[src/design/sbfd_pkg.sv]
package sbfd_pkg;

  localparam int ADDR_W = 5;
  localparam int CNT_W  = 5;
  localparam int IDX_W  = 5;
  localparam int CH_W   = 11;
  localparam int ACC_W  = 18;
  localparam int RAM_DEPTH = 23;

  localparam logic [7:0]       HDR_BYTE  = 8'h0F;
  localparam logic [7:0]       END_BYTE  = 8'h00;
  localparam logic [CNT_W-1:0] FRAME_LEN = CNT_W'(23);
  localparam logic [IDX_W-1:0] NUM_CH    = IDX_W'(16);
  localparam logic [IDX_W-1:0] LAST_CH   = IDX_W'(17);
  localparam logic [4:0]       CH_BITS   = 5'd11;
  localparam logic [4:0]       BYTE_BITS = 5'd8;
  localparam int FLAG_A_BIT = 7;
  localparam int FLAG_B_BIT = 6;

  typedef struct packed {
    logic start;
    logic flag_a;
    logic flag_b;
  } sbfd_start_t;

  typedef struct packed {
    logic              busy;
    logic [ADDR_W-1:0] rd_ptr;
  } sbfd_status_t;

endpackage

[src/design/sbfd_byte_if.sv]
interface sbfd_byte_if;
  logic       valid;
  logic       ready;
  logic [7:0] rx_byte;

  modport source (output valid, output rx_byte, input ready);
  modport sink (input valid, input rx_byte, output ready);
endinterface

[src/design/sbfd_chan_if.sv]
interface sbfd_chan_if;
  logic        valid;
  logic        ready;
  logic [4:0]  channel_index;
  logic [10:0] channel_value;
  logic        last_channel;

  modport source (output valid, output channel_index, output channel_value,
                  output last_channel, input ready);
  modport sink (input valid, input channel_index, input channel_value,
                input last_channel, output ready);
endinterface

[src/design/sbfd_ram.sv]
module sbfd_ram #(
  parameter int Width = 8,
  parameter int Depth = 23,
  localparam int AddrW = $clog2(Depth)
) (
  input  logic             clk,
  input  logic             we,
  input  logic [AddrW-1:0] waddr,
  input  logic [Width-1:0] wdata,
  input  logic             re,
  input  logic [AddrW-1:0] raddr,
  output logic [Width-1:0] rdata
);

  logic [Width-1:0] mem [Depth];

  always_ff @(posedge clk) begin
    if (we) begin
      mem[waddr] <= wdata;
    end
    if (re) begin
      rdata <= mem[raddr];
    end
  end

endmodule

[src/design/sbfd_ingest.sv]
module sbfd_ingest import sbfd_pkg::*; (
  input  logic              clk,
  input  logic              rst,
  sbfd_byte_if.sink         byte_in,
  input  sbfd_status_t      status,
  output sbfd_start_t       start,
  output logic              we,
  output logic [ADDR_W-1:0] waddr,
  output logic [7:0]        wdata
);

  logic             in_frame, in_frame_next;
  logic [CNT_W-1:0] byte_count, byte_count_next;
  logic [CNT_W-1:0] count_inc;
  logic             accept;

  // Hold data bytes that would overwrite entries the unpacker has not read yet.
  assign byte_in.ready = !status.busy || !in_frame || (byte_count >= FRAME_LEN) ||
                         (byte_count < status.rd_ptr);
  assign accept    = byte_in.valid && byte_in.ready;
  assign count_inc = byte_count + CNT_W'(1);
  assign waddr     = byte_count;
  assign wdata     = byte_in.rx_byte;

  always_comb begin
    in_frame_next   = in_frame;
    byte_count_next = byte_count;
    we              = 1'b0;
    start.start     = 1'b0;
    start.flag_a    = byte_in.rx_byte[FLAG_A_BIT];
    start.flag_b    = byte_in.rx_byte[FLAG_B_BIT];
    if (accept) begin
      if (byte_in.rx_byte == HDR_BYTE) begin
        in_frame_next = 1'b1;
      end else if (in_frame) begin
        we = (byte_count < FRAME_LEN);
        if (count_inc == FRAME_LEN && byte_in.rx_byte == END_BYTE) begin
          start.start     = 1'b1;
          byte_count_next = '0;
          in_frame_next   = 1'b0;
        end else if (count_inc > FRAME_LEN) begin
          // drop an overlong frame
          byte_count_next = '0;
          in_frame_next   = 1'b0;
        end else begin
          byte_count_next = count_inc;
        end
      end
    end
  end

  always_ff @(posedge clk) begin
    if (rst) begin
      in_frame   <= 1'b0;
      byte_count <= '0;
    end else begin
      in_frame   <= in_frame_next;
      byte_count <= byte_count_next;
    end
  end

endmodule

[src/design/sbfd_unpack.sv]
module sbfd_unpack import sbfd_pkg::*; (
  input  logic              clk,
  input  logic              rst,
  input  sbfd_start_t       start,
  output sbfd_status_t      status,
  output logic              re,
  output logic [ADDR_W-1:0] raddr,
  input  logic [7:0]        rdata,
  sbfd_chan_if.source       chan_out
);

  logic              busy, busy_next;
  logic [ADDR_W-1:0] rd_ptr, rd_ptr_next;
  logic              pend, pend_next;
  logic [ACC_W-1:0]  acc, acc_next;
  logic [4:0]        acc_bits, acc_bits_next;
  logic [IDX_W-1:0]  ch, ch_next;
  logic              flag_a, flag_a_next;
  logic              flag_b, flag_b_next;
  logic              out_valid, out_valid_next;
  logic [IDX_W-1:0]  out_index, out_index_next;
  logic [CH_W-1:0]   out_value, out_value_next;
  logic              out_last, out_last_next;
  logic              slot_free;

  assign slot_free     = !out_valid || chan_out.ready;
  assign status.busy   = busy;
  assign status.rd_ptr = rd_ptr;
  assign raddr         = rd_ptr;

  assign chan_out.valid         = out_valid;
  assign chan_out.channel_index = out_index;
  assign chan_out.channel_value = out_value;
  assign chan_out.last_channel  = out_last;

  always_comb begin
    busy_next      = busy;
    rd_ptr_next    = rd_ptr;
    pend_next      = pend;
    acc_next       = acc;
    acc_bits_next  = acc_bits;
    ch_next        = ch;
    flag_a_next    = flag_a;
    flag_b_next    = flag_b;
    out_valid_next = out_valid && !chan_out.ready;
    out_index_next = out_index;
    out_value_next = out_value;
    out_last_next  = out_last;
    re             = 1'b0;
    if (start.start) begin
      busy_next     = 1'b1;
      rd_ptr_next   = '0;
      pend_next     = 1'b0;
      acc_next      = '0;
      acc_bits_next = '0;
      ch_next       = '0;
      flag_a_next   = start.flag_a;
      flag_b_next   = start.flag_b;
    end else if (busy) begin
      if (pend) begin
        // merge the fetched byte above the bits already held
        acc_next      = acc | (ACC_W'(rdata) << acc_bits);
        acc_bits_next = acc_bits + BYTE_BITS;
        pend_next     = 1'b0;
      end else if (ch < NUM_CH) begin
        if (acc_bits >= CH_BITS) begin
          if (slot_free) begin
            out_valid_next = 1'b1;
            out_index_next = ch;
            out_value_next = acc[CH_W-1:0];
            out_last_next  = 1'b0;
            acc_next       = acc >> CH_W;
            acc_bits_next  = acc_bits - CH_BITS;
            ch_next        = ch + IDX_W'(1);
          end
        end else begin
          re          = 1'b1;
          rd_ptr_next = rd_ptr + ADDR_W'(1);
          pend_next   = 1'b1;
        end
      end else if (slot_free) begin
        out_valid_next = 1'b1;
        out_index_next = ch;
        out_value_next = (ch == LAST_CH) ? {flag_b, 10'b0} : {flag_a, 10'b0};
        out_last_next  = (ch == LAST_CH);
        ch_next        = ch + IDX_W'(1);
        if (ch == LAST_CH) begin
          busy_next = 1'b0;
        end
      end
    end
  end

  always_ff @(posedge clk) begin
    if (rst) begin
      busy      <= 1'b0;
      pend      <= 1'b0;
      out_valid <= 1'b0;
      rd_ptr    <= '0;
      acc_bits  <= '0;
      ch        <= '0;
    end else begin
      busy      <= busy_next;
      pend      <= pend_next;
      out_valid <= out_valid_next;
      rd_ptr    <= rd_ptr_next;
      acc_bits  <= acc_bits_next;
      ch        <= ch_next;
    end
    acc       <= acc_next;
    flag_a    <= flag_a_next;
    flag_b    <= flag_b_next;
    out_index <= out_index_next;
    out_value <= out_value_next;
    out_last  <= out_last_next;
  end

endmodule

[src/design/sbus_frame_decoder.sv]
// Takes one byte per cycle; in data mode a byte is held while its write would land on a
// frame entry the unpacker has not yet read, so the next frame stalls behind the unpack.
// After the closing byte is accepted, the unpacker starts, fetches and merges two bytes, then
// registers the first channel item. Each memory fetch is a read, then a merge; a channel item
// needs one or two fetches before it is registered, a flag item none; a frame yields 18 items.
// Synchronous reset clears header/count state and the unpacker control state; frame memory is not cleared.
module sbus_frame_decoder import sbfd_pkg::*; (
  input  logic        clk,
  input  logic        rst,
  sbfd_byte_if.sink   byte_in,
  sbfd_chan_if.source chan_out
);

  sbfd_start_t       start;
  sbfd_status_t      status;
  logic              we;
  logic [ADDR_W-1:0] waddr;
  logic [7:0]        wdata;
  logic              re;
  logic [ADDR_W-1:0] raddr;
  logic [7:0]        rdata;

  sbfd_ingest u_ingest (
    .clk     (clk),
    .rst     (rst),
    .byte_in (byte_in),
    .status  (status),
    .start   (start),
    .we      (we),
    .waddr   (waddr),
    .wdata   (wdata)
  );

  sbfd_ram #(
    .Width (8),
    .Depth (RAM_DEPTH)
  ) u_frame_ram (
    .clk   (clk),
    .we    (we),
    .waddr (waddr),
    .wdata (wdata),
    .re    (re),
    .raddr (raddr),
    .rdata (rdata)
  );

  sbfd_unpack u_unpack (
    .clk      (clk),
    .rst      (rst),
    .start    (start),
    .status   (status),
    .re       (re),
    .raddr    (raddr),
    .rdata    (rdata),
    .chan_out (chan_out)
  );

endmodule

[src/flat_wrapper.sv]
// flat-port wrapper written by rule: the top's interface ports become plain ports
module sbus_frame_decoder_flat import sbfd_pkg::*;
  (clk, rst, byte_in_valid, byte_in_rx_byte, byte_in_ready, chan_out_valid, chan_out_channel_index, chan_out_channel_value, chan_out_last_channel, chan_out_ready);
  sbfd_byte_if byte_in_i ();
  sbfd_chan_if chan_out_i ();
  input  logic clk;
  input  logic rst;
  input wire logic [$bits(byte_in_i.valid)-1:0] byte_in_valid;
  input wire logic [$bits(byte_in_i.rx_byte)-1:0] byte_in_rx_byte;
  output wire logic [$bits(byte_in_i.ready)-1:0] byte_in_ready;
  output wire logic [$bits(chan_out_i.valid)-1:0] chan_out_valid;
  output wire logic [$bits(chan_out_i.channel_index)-1:0] chan_out_channel_index;
  output wire logic [$bits(chan_out_i.channel_value)-1:0] chan_out_channel_value;
  output wire logic [$bits(chan_out_i.last_channel)-1:0] chan_out_last_channel;
  input wire logic [$bits(chan_out_i.ready)-1:0] chan_out_ready;
  assign byte_in_i.valid = byte_in_valid;
  assign byte_in_i.rx_byte = byte_in_rx_byte;
  assign byte_in_ready = byte_in_i.ready;
  assign chan_out_valid = chan_out_i.valid;
  assign chan_out_channel_index = chan_out_i.channel_index;
  assign chan_out_channel_value = chan_out_i.channel_value;
  assign chan_out_last_channel = chan_out_i.last_channel;
  assign chan_out_i.ready = chan_out_ready;
  sbus_frame_decoder u_core (.clk(clk), .rst(rst), .byte_in(byte_in_i), .chan_out(chan_out_i));
endmodule
[config.mk]
export PLATFORM = sky130hd
export DESIGN_NAME = sbus_frame_decoder_flat
export DESIGN_NICKNAME = d
export VERILOG_FILES = /design/src/design/sbfd_pkg.sv /design/src/design/sbfd_byte_if.sv /design/src/design/sbfd_chan_if.sv /design/src/design/sbfd_ram.sv /design/src/design/sbfd_ingest.sv /design/src/design/sbfd_unpack.sv /design/src/design/sbus_frame_decoder.sv /design/src/flat_wrapper.sv
export SDC_FILE = /design/constraint.sdc
export NUM_CORES = 1
export LEC_CHECK = 0
export ABC_AREA = 1
export BUFFER_PORTS_ARGS = -buffer_cell sky130_fd_sc_hd__buf_2
export CORE_MARGIN = 2
export CORE_UTILIZATION = 62
export CTS_CLUSTER_SIZE = 8
export DETAILED_ROUTE_END_ITERATION = 7
export PLACE_DENSITY_LB_ADDON = 0.25
export RECOVER_POWER = 25
export SYNTH_ARGS = -nofsm -noshare
export SYNTH_HDL_FRONTEND = slang
export SYNTH_HIERARCHICAL = 1
export SYNTH_SLANG_ARGS = --single-unit
[constraint.sdc]
create_clock -name clk -period 2.81 [get_ports clk]
set_input_delay 0 -clock clk [delete_from_list [all_inputs] [get_ports clk]]
set_output_delay 0 -clock clk [all_outputs]
set_load 0.01 [all_outputs]
==> out/metrics.yaml <==
outcome: "complete, no violations"
global_route.usage.met2_pct: 43.7
timing.critical_path.from: "u_core/u_ingest/waddr[0]$_SDFFE_PP0P_"
power-per-cell-area_nw_per_um2: 623
cts_buffers: 37
clock_skew_ps: 20.4
clock_tree.htree_level_count: 2
yosys.area_share.simple_pct: 25.3
async_flop_share_pct: 0
first_iter_violations: 826
layout-drive-gt1-share_pct: 14.5
grt_antenna_before_repair: 0
place.detailed.hpwl_um: 16500
power.net_switching_mw: 1.56
finalWorstPathRequiredPeriod_ps: 2570
critical_path_peak_fanout: 9
gpl.final_weighted_congestion: 0.910
placeableCoreArea_um2: 18100
hold_path.class: "in2reg"
clkPwrFrac_pct: 48.7
width_of_the_die_um: 140
worst_slew_margin_rel_pct: 2.27
gr_ovfl_total: 0
ctsRootBufferMaster: "sky130_fd_sc_hd__clkbuf_16"
timing.rr.start: "u_core/u_ingest/waddr[0]$_SDFFE_PP0P_"
synth.yosys.seq_area_share_pct: 62.4
synth-seq-cells: 253
hold_path_startpoint: "byte_in_valid"
synth_top_cell_area_share_pct: 55.1
firstDrtPassIters: 5
synth_enable_flop_cells: 211
setup-violations-final: 0
critPathKind: "reg2reg"
synth_area_leader_cell: "sky130_fd_sc_hd__edfxtp_1"
detail_route.wl_per_cell_um: 17.7
antenna_cells: 0
routed-via-count: 8305
critical_path_cell_by_cell: "ha_1 -> nand3_1 -> nand2_1 -> inv_2 -> nand2_2 -> nor2_4 -> nor2_8 -> nand2_4 -> a21oi_1 -> nand3_1 -> buf_4 -> nor2_1 -> buf_4"
max_cap_viols: 0
power.sequential.fraction_pct: 50.1
crit_arrival_ps: 2770
hold_viol: 0
adder_and_majority_cell_fraction_of_the_synthesized_area_pct: 1.20
die_area_um2: 19700
top_level_ports: 31
post-route-period-util_pct: 91.4
synth_top_family_by_area: "simple AND/OR/NAND/NOR gates"
wp_data_required_ps: 3010
leading_register_cell_type_out_of_synthesis: "sky130_fd_sc_hd__edfxtp_1"
totalNegativeSetupSlack_ps: 0
post_drt_via_cell_ratio: 5.66
maxClockFrequency_mhz: 389
drt_drc_violations_left: 0
globalRoute.busiestLayer: "met2"
postSynthCellCount: 1150
synth_compound_gate_area_share_pct: 3.94
critPathSlowestCell: "sky130_fd_sc_hd__dfxtp_1"
use_met3_pct: 4.68
p_int_mw: 6.55
die_height_um: 140
finalCoreUtilization_pct: 72.0
number_of_placement_rows: 49
io_buffers: 30
worstMarginPinSlew_ps: 1470
grt_setup_unrepaired: "no"
clock_sink_count: 253
synthesis.yosys.warnings: 6
tritoncts: "yes"
synth.area.top_cells: "sky130_fd_sc_hd__edfxtp_1, sky130_fd_sc_hd__nand2_1, sky130_fd_sc_hd__nand3_1"
setup_crit_start_kind: "register"
maximum_number_of_pins_on_one_net_before_global_route_repair: 93
whs_ps: 75.9
report.final.slew_viol_count: 0
start_util_pct: 63.6
wirelength_um: 25900
flow.area_growth_from_synthesis_pct: 13.1
post-cts-setup-buffers: 0
synth_nets: 1173
worst_path_largest_cell_delay_ps: 490
synth.cell_area_um2: 11500
globalRouteMet1Util_pct: 37.3
post_synth_xor_area_fraction_pct: 0.685
num-nets-final: 1244
yosysUniqueCellTypes: 40
clkTransAtPathRegs_ps: 50
post_synth.cell_area_avg_um2: 10.0
worst_skew_pair.late_latency_ps: 510
clk_path_buf_depth: 3
power.combinational.fraction_pct: 1.2
global_route_wire_length_before_repair_um: 40800
p_sw_share_pct: 19.3
route.antenna.remaining_nets: 0
leakagePower_nw: 5.19
vdd.ir_drop.worst_uv: 680
grt_util_all_layers_pct: 26.7
muxShareOfSynthArea_pct: 0
first_global_vias: 7815
cp_capture_type: "register"
[synth_stat cells, drive strengths merged, types with 5 or more instances]
cell type / n
nor2: 97
nand4: 5
a21oi: 38
nand3: 178
xor2: 5
buf: 56
dfxtp: 42
ha: 11
o21ai: 39
edfxtp: 211
inv: 68
clkbuf: 8
nand2: 375
[placed cells by master (no fill, tap or decap), types with 11 or more instances in the layout]
master	Yosys	routed
sky130_fd_sc_hd__edfxtp_1	211	211
sky130_fd_sc_hd__o21ai_0	32	32
sky130_fd_sc_hd__clkbuf_16	0	38
sky130_fd_sc_hd__a21oi_2	11	11
sky130_fd_sc_hd__nand3_1	174	174
sky130_fd_sc_hd__dfxtp_1	42	41
sky130_fd_sc_hd__buf_2	21	27
sky130_fd_sc_hd__a21oi_1	27	27
sky130_fd_sc_hd__nand2_2	14	14
sky130_fd_sc_hd__ha_1	11	11
sky130_fd_sc_hd__inv_1	58	58
sky130_fd_sc_hd__nor2_1	87	86
sky130_fd_sc_hd__nand2_1	356	356
sky130_fd_sc_hd__clkbuf_1	8	24
sky130_fd_sc_hd__buf_4	22	54
[flip-flops by register name (all words and copies together), names as in the netlist]
signal and cells:
u_core/u_ingest/in_frame 1, u_core/u_unpack/chan_out.valid 1, u_core/u_unpack/busy 1, u_core/u_unpack/raddr 5, u_core/u_ingest/waddr 5, u_core/u_unpack/chan_out.last_channel 1, u_core/u_unpack/acc 18, u_core/u_unpack/chan_out.channel_value 11
u_core/u_unpack/chan_out.channel_index 5, u_core/u_unpack/flag_a 1, u_core/u_unpack/pend 1, u_core/u_frame_ram/mem 184, u_core/u_unpack/acc_bits 5, u_core/u_frame_ram/rdata 8, u_core/u_unpack/ch 5, u_core/u_unpack/flag_b 1
[final timing paths]
path | endpoint | slack [ps] | cells after the start
worst max-delay path | u_core/u_frame_ram/mem[1][6]$_DFFE_PP_ | 240 | 13
worst min-delay path | u_core/u_ingest/waddr[2]$_SDFFE_PP0P_ | 80 | 6
worst max register to register | u_core/u_frame_ram/mem[1][6]$_DFFE_PP_ | 240 | 13
worst min register to register | u_core/u_unpack/acc[17]$_SDFFE_PP0P_ | 450 | 2
[critical path, delay by kind of cell (launching register included)]
family	cells	cell delay [ps]
adder cells (fa/ha/maj)	1	300
AO/OA/AOI/OAI	1	260
AND/OR/NAND/NOR	8	780
buffers and inverters	3	430
flip-flops	1	490
[kinds of logic after synthesis]
group | after synthesis
xor gates and xnor gates | 9
adders and majority gates | 11
and+or+nand+nor | 660
DFF | 253
AOI/OAI and AO/OA | 81
buffers and inverters | 136
[power groups by stage]
stage	sequential, mW	clock, mW	combinational (mW)
global placement	4.13	0	0.0929
finish	4.06	3.95	0.0938
CTS	4.06	3.99	0.0982
global route	4.06	4.14	0.100
detailed placement	4.13	0	0.0937
floorplan	4.13	0	0.0420
[what timing repair did]
action / 4_1_cts / 5_1_grt
setup endpoints to repair: 0 / 12
hold endpoints to repair: 31 / 0
hold buffers: 5 / 0
gates resized for setup: 0 / 1
[layer usage]
metal | part of all wire [%] | vias to the layer above
met2 | 48 | 409
met4 | 2.1 | 0
li1 | - | 4003
met5 | 0 | -
met3 | 9.0 | 44
met1 | 40 | 3849
[layout make-up]
class,instances,area [um^2]
Timing Repair Buffer,96,644
Clock inverter,3,40.0
Inverter,72,285
Sequential cell,253,7180
Multi-Input combinational cell,761,3580
Tap cell,229,287
Clock buffer,53,1010
Fill cell,1285,5070
[stage by stage]
stage	setup slack [ps]	cell area (um^2)	total power, mW	instances
6_report	241	13000	8.11	1467
5_1_grt	75.7	13000	8.30	1467
4_1_cts	167	13000	8.15	1467
3_5_place_dp	189	11900	4.22	1406
3_3_place_gp	268	11900	4.22	1406
2_1_floorplan	251	11500	4.17	1150
(Power assumes the default switching activity.)
